$ cat config.mk
export PLATFORM = sky130hd
export DESIGN_NAME = fmfrt_ctrl
export DESIGN_NICKNAME = d
export VERILOG_FILES = /design/src/design/fmfrt_pkg.sv /design/src/design/fmfrt_ctrl.sv
export SDC_FILE = /design/constraint.sdc
export NUM_CORES = 1
export LEC_CHECK = 0
export BUFFER_PORTS_ARGS = -buffer_cell sky130_fd_sc_hd__buf_2
export CAP_MARGIN = 25
export CORE_AREA = 3 3 40 42
export CTS_CLUSTER_DIAMETER = 50
export DETAILED_ROUTE_END_ITERATION = 6
export DIE_AREA = 0 0 43 45
export GPL_TIMING_DRIVEN = 1
export PLACE_DENSITY_LB_ADDON = 0.08
export SETUP_SLACK_MARGIN = 0.4
export SLEW_MARGIN = 20
export SYNTH_ARGS = -nofsm -noshare
export SYNTH_HDL_FRONTEND = slang
export SYNTH_SLANG_ARGS = --single-unit
$ cat constraint.sdc
create_clock -name clk -period 1.2 [get_ports clk]
set_clock_uncertainty 0.15 [all_clocks]
set_input_delay 0.06 -clock clk [delete_from_list [all_inputs] [get_ports clk]]
set_output_delay 0.06 -clock clk [all_outputs]
set_load 0.02 [all_outputs]
$ cat src/design/fmfrt_pkg.sv
// Package for the first-match flow rule table: payload types, codes, sizes.
// Used by every module of the block; no dependencies.
`timescale 1ns / 1ps
package fmfrt_pkg;

  localparam int RuleSlots = 64;
  localparam int SlotW     = $clog2(RuleSlots);
  localparam int CountW    = $clog2(RuleSlots + 1);

  localparam logic [1:0] CMD_CLEAR  = 2'd0;
  localparam logic [1:0] CMD_APPEND = 2'd1;
  localparam logic [1:0] CMD_MATCH  = 2'd2;

  localparam logic [1:0] KIND_ANY  = 2'd0;
  localparam logic [1:0] KIND_IPV4 = 2'd1;
  localparam logic [1:0] KIND_IPV6 = 2'd2;
  localparam logic [1:0] KIND_BAD  = 2'd3;

  localparam logic [1:0] ST_OK      = 2'd0;
  localparam logic [1:0] ST_FULL    = 2'd1;
  localparam logic [1:0] ST_BADADDR = 2'd2;

  localparam logic [1:0] REG_DEFAULT_ACTION = 2'd0;
  localparam logic [1:0] REG_DEFAULT_KEY    = 2'd1;

  typedef struct packed {
    logic [1:0]  command;
    logic [63:0] exe_id;
    logic        exe_wild;
    logic [1:0]  addr_kind;
    logic [63:0] addr_upper;
    logic [63:0] addr_lower;
    logic        port_wild;
    logic [15:0] port_low;
    logic [15:0] port_high;
    logic [1:0]  rule_action;
    logic [31:0] rule_key;
  } in_item_t;

  typedef struct packed {
    logic [1:0]  status;
    logic        hit;
    logic [5:0]  hit_index;
    logic [1:0]  result_action;
    logic [31:0] result_key;
  } out_item_t;

  // Controller to datapath
  typedef struct packed {
    logic load;      // capture input item
    logic clear;     // empty the table
    logic write;     // append captured rule
    logic scan_rst;  // restart scan pointer
    logic scan_step; // advance scan pointer
    logic emit;      // build result into output register
  } dp_cmd_t;

  // Datapath to controller
  typedef struct packed {
    logic [1:0] command;
    logic       bad_addr;
    logic       full;
    logic       scan_end;  // pointer reached rule count
    logic       match;     // registered compare of last read slot
    logic       match_vld;
  } dp_stat_t;

endpackage

$ cat src/design/fmfrt_ctrl.sv
// Controller of the rule table: sequences load, append, scan and result delivery.
// Depends on fmfrt_pkg.
`timescale 1ns / 1ps
module fmfrt_ctrl (
  input  logic                clk,
  input  logic                rst,
  input  logic                in_valid,
  output logic                in_stall,
  output logic                out_valid,
  input  logic                out_stall,
  input  fmfrt_pkg::dp_stat_t stat,
  output fmfrt_pkg::dp_cmd_t  cmd
);
  import fmfrt_pkg::*;

  localparam logic [2:0] S_IDLE = 3'd0;
  localparam logic [2:0] S_EXEC = 3'd1;
  localparam logic [2:0] S_SCAN = 3'd2;
  localparam logic [2:0] S_DRAIN = 3'd3;
  localparam logic [2:0] S_OUT  = 3'd4;

  logic [2:0] state, state_next;

  always_comb begin
    state_next = state;
    cmd        = '0;
    in_stall   = 1'b1;
    out_valid  = 1'b0;
    unique case (state)
      S_IDLE: begin
        in_stall = 1'b0;
        if (in_valid) begin
          cmd.load     = 1'b1;
          cmd.scan_rst = 1'b1;
          state_next   = S_EXEC;
        end
      end
      S_EXEC: begin
        unique case (stat.command)
          CMD_CLEAR: begin
            cmd.emit  = 1'b1;
            cmd.clear = 1'b1;
            state_next = S_OUT;
          end
          CMD_APPEND: begin
            cmd.emit  = 1'b1;
            cmd.write = !stat.bad_addr && !stat.full;
            state_next = S_OUT;
          end
          CMD_MATCH: begin
            state_next = S_SCAN;
          end
          default: begin
            cmd.emit   = 1'b1;
            state_next = S_OUT;
          end
        endcase
      end
      S_SCAN: begin
        // Stop once a match is seen or every stored rule has been issued
        if (stat.match) begin
          cmd.emit   = 1'b1;
          state_next = S_OUT;
        end else if (stat.scan_end) begin
          state_next = S_DRAIN;
        end else begin
          cmd.scan_step = 1'b1;
        end
      end
      S_DRAIN: begin
        // Wait for reads in flight to be compared
        if (stat.match || !stat.match_vld) begin
          cmd.emit   = 1'b1;
          state_next = S_OUT;
        end
      end
      S_OUT: begin
        out_valid = 1'b1;
        if (!out_stall) state_next = S_IDLE;
      end
      default: state_next = S_IDLE;
    endcase
  end

  always_ff @(posedge clk) begin
    if (rst) state <= S_IDLE;
    else     state <= state_next;
  end

  a_one_out: assert property (@(posedge clk) disable iff (rst)
    (out_valid && !out_stall) |=> !out_valid) else $error("result repeated");
  a_no_accept_busy: assert property (@(posedge clk) disable iff (rst)
    out_valid |-> in_stall) else $error("accept during output");
  a_emit_then_out: assert property (@(posedge clk) disable iff (rst)
    cmd.emit |=> out_valid) else $error("emit without output");

endmodule

# After elaboration in Yosys (flattened, before gate mapping)
# Cells that the tools add are included.
[totals]
out_inout_bits = 8
elab_cells = 40
inputBits = 11
register_bits = 3
[op_classes]
n_reduce_logical = 8
n_eq_ne = 10
muxes = 21
[ops]
columns = ["op", "n"]
rows = [
  ["2-to-1 mux 3 bit", 6],
  ["case mux 3 bit (5 select lines)", 1],
  ["2-to-1 mux 1 bit", 12],
  ["equality test 3 x 2 -> 1 bit (second input constant)", 2],
  ["!= test 2 bit (second input constant)", 3],
  ["AND reduction 4 bit", 1],
  ["equality test 3 x 1 -> 1 bit (second input constant)", 1],
  ["equality test 3 bit (second input constant)", 1],
  ["logical NOT 1 bit", 3],
  ["logical NOT 3 bit", 1],
  ["!= test 3 bit (second input constant)", 1],
  ["case mux 1 bit (3 select lines)", 1],
  ["equality test 2 x 1 -> 1 bit (second input constant)", 1],
  ["equality test 2 bit (second input constant)", 1],
  ["logical NOT 2 bit", 1],
  ["2-to-1 mux 2 bit", 1],
  ["logical AND 1 bit", 1],
  ["logical OR 1 bit", 1],
]

# Depth between registers and ports, before layout
# Gate-level depths: netlist (run 1).
[logic_depth]
depth_word = 4
ltp_mapped = 4
mapped_depth_nobuf = 3

# Worst setup path before layout (run 1)
# OpenSTA, ideal clock, no wires.
[synth_path]
path_type = "reg-to-output"
start = "register state[2]"
end = "output port cmd[5] in the netlist's numbering"
arrival_time_ps = 1554
stages_incl_launch_ff = 5
required_ps = 990
n_path_buf = 2
slack_ps = -564
path_cell_list = "dfxtp_1 > clkbuf_2 > or3_2 > nor2_1 > buf_4"
[synth_lines]
columns = ["element", "line_no", "text"]
rows = [
  ["start: declaration", "fmfrt_ctrl.sv:22", "logic [2:0] state, state_next;"],
  ["start signal: assignment", "fmfrt_ctrl.sv:87", "else state <= state_next;"],
  ["end: declaration", "fmfrt_ctrl.sv:12", "output fmfrt_pkg::dp_cmd_t cmd"],
]

==> flow_metrics.tcl, run 1 <==
set metrics [dict create \
    status "finished with violations" \
    violations "hold timing, setup timing" \
    hold_path_depth 2 \
    via_per_inst 4.65 \
    synth_area_leaders "dfxtp_1 23%, nand3b_1 5.7%, nor2_1 5.7%, a31oi_1 4.7%, nor4_1 4.7%" \
    clock-root-buffer "clkbuf_4" \
    layout.cells.non_filler 80 \
    path_class "flip-flop to primary output" \
    yosys.area.top_type_share_pct 22.6 \
    fin_util_pct 46.1 \
    ant_nets 0 \
    p_sw_mw 0.141 \
    syn-num-nets 45 \
    end_kind "primary output" \
    grt.overflow.total 0 \
    p_total_mw 0.474 \
    combPwrFrac_pct 38.3 \
    cap_viol_max_count 0 \
    drt-wirelength-per-cell_um 11.7 \
    top_register "state" \
    floorplan.initialDensity_pct 20.6 \
    avgSynthCellArea_sq_um 7.80 \
    slew_headroom_pct 85.3 \
    r2r_cells 5 \
    drcViolationCount 0 \
    synth-xor-area-share_pct 0 \
    dp_slack_ns -0.130 \
    seq_area_frac_synth_pct 22.6 \
    worstHoldStart "rst" \
    worstSkewPairLatency_ns 0.23 \
    port-buffer-count 18 \
    n_fill_cell 141 \
    finalNetCount 77 \
    grt_max_degree 9 \
    min_to "state[0]" \
    grtUsageTotal_pct 11.5 \
    cts_tree "yes" \
    synthMuxAreaShare_pct 0 \
    power_frac_clock_pct 37.0 \
    rsz0062_at_grt "true" \
    synth_cells 34 \
    vias 372 \
    clkTransAtPathRegs_ns 0.04 \
    synth-simple-area-share_pct 51.4 \
    area_growth_pct 123 \
    dp_hpwl_um 718 \
    grt_pass1_wl_um 1690 \
    multi_input_area_sq_um 240 \
    first_pass_iters 2 \
    synth_adder_area_share_pct 0 \
    ir_worst_vdd_v 0.000278 \
    ys_seq_elements 3 \
    min_period_over_period_pct 126 \
    setup_ws_ns -0.313 \
    pin_count 19 \
    period_needed_ns 1.51 \
    placedCellCount 74 \
    std_cell_rows 13 \
    swShare_pct 29.8 \
    synth_top_family_by_area "simple AND/OR/NAND/NOR gates" \
    seqCellArea_sq_um 68.8 \
    arrival_ns 1.30 \
    drive_gt1_share_pct 76.9 \
    synth_area_leader_cell "dfxtp_1" \
    power_density_mw_per_mm2 801 \
    slew_viol_final 0 \
    worstPathMaxFanout 3 \
    min_path_type "primary input to flip-flop" \
    synth_compound_area_share_pct 14.2 \
    syn_area_sq_um 265 \
    synth_cell_types 23 \
    die-area_sq_mm 0.00194 \
    largest_register_ffs 3 \
    ys_warn_count 0 \
    clockBufferDepth 2 \
    tns_ns -2.10 \
    die_y_um 45 \
    wl_um 932 \
    seqPwrFrac_pct 24.7 \
    place.gp.congestion 0.745 \
    grt_pass1_vias 372 \
    holdWs_ns -0.121 \
    required_ns 0.99 \
    setup_viol 11 \
    crit-reg2reg-launch "state[1]" \
    reg_top3 "state (3)" \
    die_w_um 43 \
    cts_buffers 3 \
    r2r_slack_ns -0.22 \
    h-tree-depth 1 \
    worstSetupStartpointType "flip-flop" \
    worst_pin_slew_ns 0.218 \
    fmax_mhz 661 \
    p_int_mw 0.332 \
    hold_viol 3 \
    antenna_found_initial 0 \
    core_sq_mm 0.00128 \
    rr_endpoint "state[1]" \
    cts.sinks 3 \
    leakage_nw 0.263 \
    antenna_cells 0 \
    drt-initial-drc-count 3 \
]
-- layout make-up --
cell class	instances	share of cell area (%)
multi-input combinational	26	40.6
timing repair buffer	30	38.9
tap	15	3.17
clock buffer	4	4.44
sequential	3	11.6
inverter	2	1.27
-- timing repair --
action	CTS	global route
endpoints found under the setup margin	11	11
hold endpoints to repair	3	3
gates resized for setup	24	2
pin swaps	7	2
gates cloned	0	0
setup buffers	2	0
-- layer usage --
layer | part of all wire [%] | global-route usage [%] | wire, um | vias to the layer above
met3 | 6.3 | 3.98 | 59 | 0
met4 | 0 | 3.61 | 0 | 0
met2 | 53 | 18.9 | 490 | 13
li1 | - | - | - | 186
met5 | 0 | 0 | 0 | -
met1 | 41 | 14.2 | 382 | 173
-- stage by stage --
stage / hold slack, ns / area [sq um]
6_report: -0.121 / 592
2_1_floorplan: -0.0206 / 304
5_1_grt: -0.124 / 592
3_3_place_gp: 0.118 / 460
3_5_place_dp: 0.124 / 460
4_1_cts: -0.126 / 578
-- cell usage after synthesis --
cell type / count
a211oi_1: 1
a2bb2oi_1: 1
a31oi_1: 2
a32oi_1: 1
and2_1: 1
and2b_2: 1
and4b_2: 1
buf_4: 1
buf_6: 1
clkbuf_2: 1
dfxtp_1: 3
inv_1: 2
nand2_1: 3
nand2b_1: 1
nand3_1: 1
nand3b_1: 2
nor2_1: 4
nor3_2: 1
nor4_1: 2
nor4b_1: 1
or2b_1: 1
or3_2: 1
or3b_4: 1
-- power by group through the flow --
stage	sequential (mW)	clock (mW)	combinational (mW)
2_1_floorplan	0.111	0	0.0866
3_3_place_gp	0.116	0	0.137
3_5_place_dp	0.116	0	0.140
4_1_cts	0.116	0.185	0.179
5_1_grt	0.118	0.196	0.195
6_report	0.117	0.175	0.182
-- cells by family after synthesis --
logic type | Yosys count
simple gates | 21
compound gates | 5
buf+inv | 5
flops | 3
-- worst max path at each step --
stage	start	to	slack (ns)	cells after the start
after global routing	state[1]	cmd[0]	-0.36	4
after CTS	state[1]	cmd[0]	-0.35	4
after detailed placement	state[1]	cmd[0]	-0.13	4
final	state[1]	cmd[0]	-0.31	4
after floorplan	state[1]	cmd[5]	-0.20	4
after global placement	state[1]	cmd[0]	-0.11	4
-- placed cells by master (no fill, tap or decap), types with 2 or more instances in the layout --
master / instances
inv_1: 2
nor4_2: 2
nand2_1: 3
buf_6: 8
clkbuf_4: 3
a31oi_1: 2
nand3b_1: 2
nor2_4: 2
buf_4: 12
dfxtp_4: 2
buf_2: 10
-- critical path, stage by stage (launching register included) --
cell     delay, ns
dfxtp_2       0.31
or3b_4        0.40
a32oi_2       0.18
nor2_2        0.05
buf_6         0.12
Power figures use the tool's default switching activity.
==> run 2: changes to the inputs <==
==> constraint.sdc (replaced) <==
create_clock -name clk -period 1.2 [get_ports clk]
set_clock_uncertainty 0.15 [all_clocks]
set_input_delay 0.12 -clock clk [delete_from_list [all_inputs] [get_ports clk]]
set_output_delay 0.12 -clock clk [all_outputs]
set_load 0.02 [all_outputs]
==> run 2 against run 1 <==
The flow still finishes with violations (hold timing, setup timing). First-iteration DRC count fell by 67%. Register-to-register slack improved by 0.11 ns. Power rose by 7.0%. Wire length rose by 9.9%. Clock-buffer cell count did not move. Critical path depth did not move. Critical endpoint unchanged. Largest power group unchanged. Highest routed layer unchanged.
==> flow_metrics.tcl, run 2 (synthesis gave the netlist of run 1 again) <==
set metrics [dict create \
    first_pass_iters 2 \
    worstSkewPairLatency_ns 0.23 \
    p_sw_mw 0.157 \
    h-tree-depth 1 \
    grt_max_degree 8 \
    worstSetupStartpointType "flip-flop" \
    min_period_over_period_pct 132 \
    pin_count 19 \
    setup_ws_ns -0.384 \
    cts_buffers 3 \
    min_path_type "primary input to flip-flop" \
    antenna_cells 0 \
    p_int_mw 0.349 \
    grt.overflow.total 0 \
    cap_viol_max_count 0 \
    largest_register_ffs 3 \
    dp_hpwl_um 765 \
    area_growth_pct 158 \
    floorplan.initialDensity_pct 20.6 \
    reg_top3 "state (3)" \
    drcViolationCount 0 \
    violations "hold timing, setup timing" \
    holdWs_ns -0.0730 \
    antenna_found_initial 0 \
    combPwrFrac_pct 42.4 \
    ir_worst_vdd_v 0.000265 \
    clock-root-buffer "clkbuf_4" \
    grt_pass1_wl_um 1570 \
    slew_viol_final 0 \
    worstHoldStart "rst" \
    min_to "state[0]" \
    core_sq_mm 0.00128 \
    period_needed_ns 1.58 \
    fmax_mhz 631 \
    power_density_mw_per_mm2 742 \
    status "finished with violations" \
    die_w_um 43 \
    clkTransAtPathRegs_ns 0.04 \
    grtUsageTotal_pct 10.8 \
    drive_gt1_share_pct 82.9 \
    critPathSlowestCell "or3b_4" \
    worst_pin_slew_ns 0.202 \
    leakage_nw 0.297 \
    rr_endpoint "state[1]" \
    swShare_pct 31.1 \
    r2r_cells 4 \
    finalNetCount 82 \
    crit-reg2reg-launch "state[1]" \
    power_frac_clock_pct 35.3 \
    vias 377 \
    path_class "flip-flop to primary output" \
    wl_um 1020 \
    via_per_inst 4.44 \
    rsz0062_at_grt "true" \
    seqCellArea_sq_um 68.8 \
    die_y_um 45 \
    hold_viol 3 \
    final_common_cell "buf_4" \
    r2r_slack_ns -0.11 \
    final_cell_mix "15 x buf_4, 10 x buf_2, 9 x buf_6" \
    dp_slack_ns -0.180 \
    multi_input_area_sq_um 278 \
    place.gp.congestion 0.709 \
    grt_pass1_vias 373 \
    required_ns 0.93 \
    ant_nets 0 \
    top_register "state" \
    drt-initial-drc-count 1 \
    std_cell_rows 13 \
    hold_path_depth 2 \
    end_kind "primary output" \
    crit_chain "or3b_4 -> a32oi_2 -> nor2_2 -> buf_6" \
    clockBufferDepth 2 \
    setup_viol 11 \
    cp_slowest_stage_delay_ns 0.38 \
    n_fill_cell 125 \
    arrival_ns 1.31 \
    die-area_sq_mm 0.00194 \
    cts_tree "yes" \
    drt-wirelength-per-cell_um 12.0 \
    cts.sinks 3 \
    p_total_mw 0.507 \
    worstPathMaxFanout 3 \
    slew_headroom_pct 86.4 \
    seqPwrFrac_pct 22.3 \
    port-buffer-count 18 \
]
run 2: changes by cell type in the layout (fill, tap and decap cells not counted), sizes merged:
cell  previous run  this run
buf             30        35
run 2: what timing repair did:
item,in CTS,in global routing
pin swaps,7,4
gates cloned,0,0
endpoints found under the setup margin,11,11
gates resized for setup,23,10
buffers inserted,0,5
hold endpoints to repair,3,3
run 2: power groups by stage:
| stage | clock network, mW | registers [mW] | logic (mW) |
|---|---|---|---|
| final | 0.179 | 0.113 | 0.215 |
| after global placement | 0 | 0.115 | 0.147 |
| after detailed placement | 0 | 0.115 | 0.150 |
| after CTS | 0.187 | 0.115 | 0.185 |
| after floorplan | 0 | 0.111 | 0.0866 |
| after global routing | 0.197 | 0.114 | 0.227 |
run 2: how the worst max path moves through the flow:
stage          endpoint  slack [ns]     start
5_1_grt          cmd[0]       -0.41  state[1]
3_5_place_dp     cmd[2]       -0.18  state[1]
4_1_cts          cmd[0]       -0.37  state[1]
2_1_floorplan    cmd[5]       -0.26  state[1]
3_3_place_gp     cmd[0]       -0.17  state[1]
6_report         cmd[0]       -0.38  state[1]
run 2: final cells by class:
type                            count  area share (%)
Inverter                            2            1.10
Tap cell                           15            2.75
Timing Repair Buffer               35            41.6
Sequential cell                     3            10.1
Multi-Input combinational cell     26            40.7
Clock buffer                        4            3.85
run 2: per-stage QoR:
step / cells / util, % / hold slack (ns) / area [sq um] / TNS (ns)
6_report: 85 / 53.2 / -0.0730 / 683 / -2.51
5_1_grt: 85 / 53.2 / -0.0748 / 683 / -2.99
4_1_cts: 80 / 45.3 / -0.0769 / 582 / -2.43
3_5_place_dp: 76 / 37.0 / 0.176 / 475 / -0.952
3_3_place_gp: 76 / 37.0 / 0.177 / 475 / -0.865
2_1_floorplan: 34 / - / 0.0394 / 304 / -0.924
run 2: metal layers:
| metal | up-vias | part of all wire [%] | global-route usage [%] |
|---|---|---|---|
| li1 | 196 | - | - |
| met1 | 166 | 39 | 11.1 |
| met2 | 15 | 54 | 20.1 |
| met3 | 0 | 7.0 | 3.19 |
| met4 | 0 | 0 | 5.42 |
| met5 | - | 0 | 0 |
run 2: worst max-delay path: cells and delay by family, from the launching register on:
family                 cells  cell delay, ns
buffers and inverters      1            0.13
AOI/OAI and AO/OA          1            0.20
DFF                        1            0.32
and+or+nand+nor            2            0.44
==> run 3: changes to the inputs <==
--- a/config.mk
+++ b/config.mk
@@ -7,10 +7,10 @@
 export LEC_CHECK = 0
 export BUFFER_PORTS_ARGS = -buffer_cell sky130_fd_sc_hd__buf_2
 export CAP_MARGIN = 25
-export CORE_AREA = 3 3 40 42
+export CORE_AREA = 8 8 45 47
 export CTS_CLUSTER_DIAMETER = 50
 export DETAILED_ROUTE_END_ITERATION = 6
-export DIE_AREA = 0 0 43 45
+export DIE_AREA = 0 0 53 55
 export GPL_TIMING_DRIVEN = 1
 export PLACE_DENSITY_LB_ADDON = 0.08
 export SETUP_SLACK_MARGIN = 0.4
==> run 3 against run 2 <==
The run still ends with hold timing, setup timing left. Sequential share of layout area grew 1.4 points. Critical path depth unchanged. Sequential power barely moved. Hold slack better by 0.016 ns. Via count decreased by 2.9%. Register-to-register slack worse by 0.19 ns. Fmax fell by 0.41%. Core utilization down 9.9 points. Wire length increased by 1.3%. Clock-buffer cell count is the same. Global-route usage is 3.7 points lower. Critical path type unchanged.
==> flow_metrics.tcl, run 3 (synthesis gave the netlist of run 1 again) <==
set metrics [dict create \
    required_ns 0.93 \
    final_common_cell "buf_4" \
    die_y_um 55 \
    grt.overflow.total 0 \
    dp_slack_ns -0.183 \
    fin_area_sq_um 598 \
    clkTransAtPathRegs_ns 0.04 \
    tns_ns -2.71 \
    setup_viol 11 \
    grt_max_degree 8 \
    die-area_sq_mm 0.00292 \
    place.gp.congestion 0.735 \
    std_cell_rows 14 \
    first_pass_iters 2 \
    holdWs_ns -0.0575 \
    clockBufferDepth 2 \
    end_kind "primary output" \
    antenna_found_initial 0 \
    drive_gt1_share_pct 76.9 \
    cts.sinks 3 \
    rsz0062_at_grt "true" \
    port-buffer-count 18 \
    finalNetCount 77 \
    cts_tree "yes" \
    clock-root-buffer "clkbuf_4" \
    min_path_type "primary input to flip-flop" \
    arrival_ns 1.32 \
    antenna_cells 0 \
    cap_viol_max_count 0 \
    leakage_nw 0.262 \
    die_w_um 53 \
    violations "hold timing, setup timing" \
    wl_um 1040 \
    ant_nets 0 \
    worstPathMaxFanout 3 \
    critPathTopFamily "simple AND/OR/NAND/NOR gates" \
    top_register "state" \
    largest_register_ffs 3 \
    vias 366 \
    slew_headroom_pct 87.3 \
    crit_chain "or3b_4 -> a32oi_2 -> nor2_2 -> buf_6" \
    grt_pass1_vias 376 \
    reg_top3 "state (3)" \
    hold_viol 3 \
    final_cell_mix "13 x buf_4, 10 x buf_2, 7 x buf_6" \
    pin_count 19 \
    period_needed_ns 1.59 \
    drt-initial-drc-count 1 \
    worst_pin_slew_ns 0.188 \
    power_density_mw_per_mm2 795 \
    setup_ws_ns -0.390 \
    worstSkewPairLatency_ns 0.23 \
    dp_hpwl_um 763 \
    n_fill_cell 136 \
    placed_cell_area_sq_um 454 \
    path_class "flip-flop to primary output" \
    cp_slowest_stage_delay_ns 0.38 \
    floorplan.initialDensity_pct 19.2 \
    grt_pass1_wl_um 1480 \
    ir_worst_vdd_v 0.000252 \
    drcViolationCount 0 \
    grtUsageTotal_pct 7.15 \
    drt-wirelength-per-cell_um 12.8 \
    critPathSlowestCell "or3b_4" \
    cp_num_buf_inv 1 \
    area_growth_pct 125 \
    worstSetupStartpointType "flip-flop" \
    min_period_over_period_pct 133 \
    slew_viol_final 0 \
    status "finished with violations" \
    via_per_inst 4.52 \
    h-tree-depth 1 \
    fmax_mhz 629 \
    core_sq_mm 0.00138 \
    cts_buffers 3 \
]
run 3: final timing paths:
check | cells after the start | end | slack [ns] | start
hold / removal | 2 | state[1] | -0.06 | rst
setup reg to reg | 6 | state[1] | -0.30 | state[1]
setup / recovery | 4 | cmd[0] | -0.39 | state[1]
hold reg to reg | 2 | state[1] | 0.40 | state[2]
run 3: final cells by class:
class                      instances  area, sq um  share of cell area, %
clock buffer                       4         26.3                   4.39
tap                               16         20.0                   3.35
multi-input combinational         26          249                   41.6
inverter                           2         7.51                   1.26
sequential                         3         68.8                   11.5
timing repair buffer              30          226                   37.9
run 3: per-stage QoR:
| stage | cells | util [%] | power, mW |
|---|---|---|---|
| 3_3_place_gp | 74 | 32.8 | 0.253 |
| 2_1_floorplan | 34 | - | 0.198 |
| 5_1_grt | 81 | 43.2 | 0.511 |
| 6_report | 81 | 43.2 | 0.476 |
| 4_1_cts | 80 | 41.1 | 0.477 |
| 3_5_place_dp | 74 | 32.8 | 0.255 |
run 3: metal layers:
metal,routed length [um],vias to the layer above,GRT usage [%]
met1,400,172,6.06
met4,0,0,7.76
li1,-,185,-
met3,71,0,3.48
met5,0,-,0
met2,565,9,11.7
run 3: power by group:
part,internal (mW),switching (mW),total (mW),leakage [nW]
combinational,0.102,0.0832,0.185,0.221
clock,0.124,0.0498,0.174,0.0150
sequential,0.105,0.0112,0.116,0.0264
run 3: timing repair:
| item | CTS | global route |
|---|---|---|
| cloned | 0 | 0 |
| buffers inserted | 2 | 1 |
| gates resized for setup | 23 | 3 |
| pin swaps | 7 | 3 |
| setup endpoints to repair | 11 | 11 |
| hold endpoints to repair | 3 | 3 |
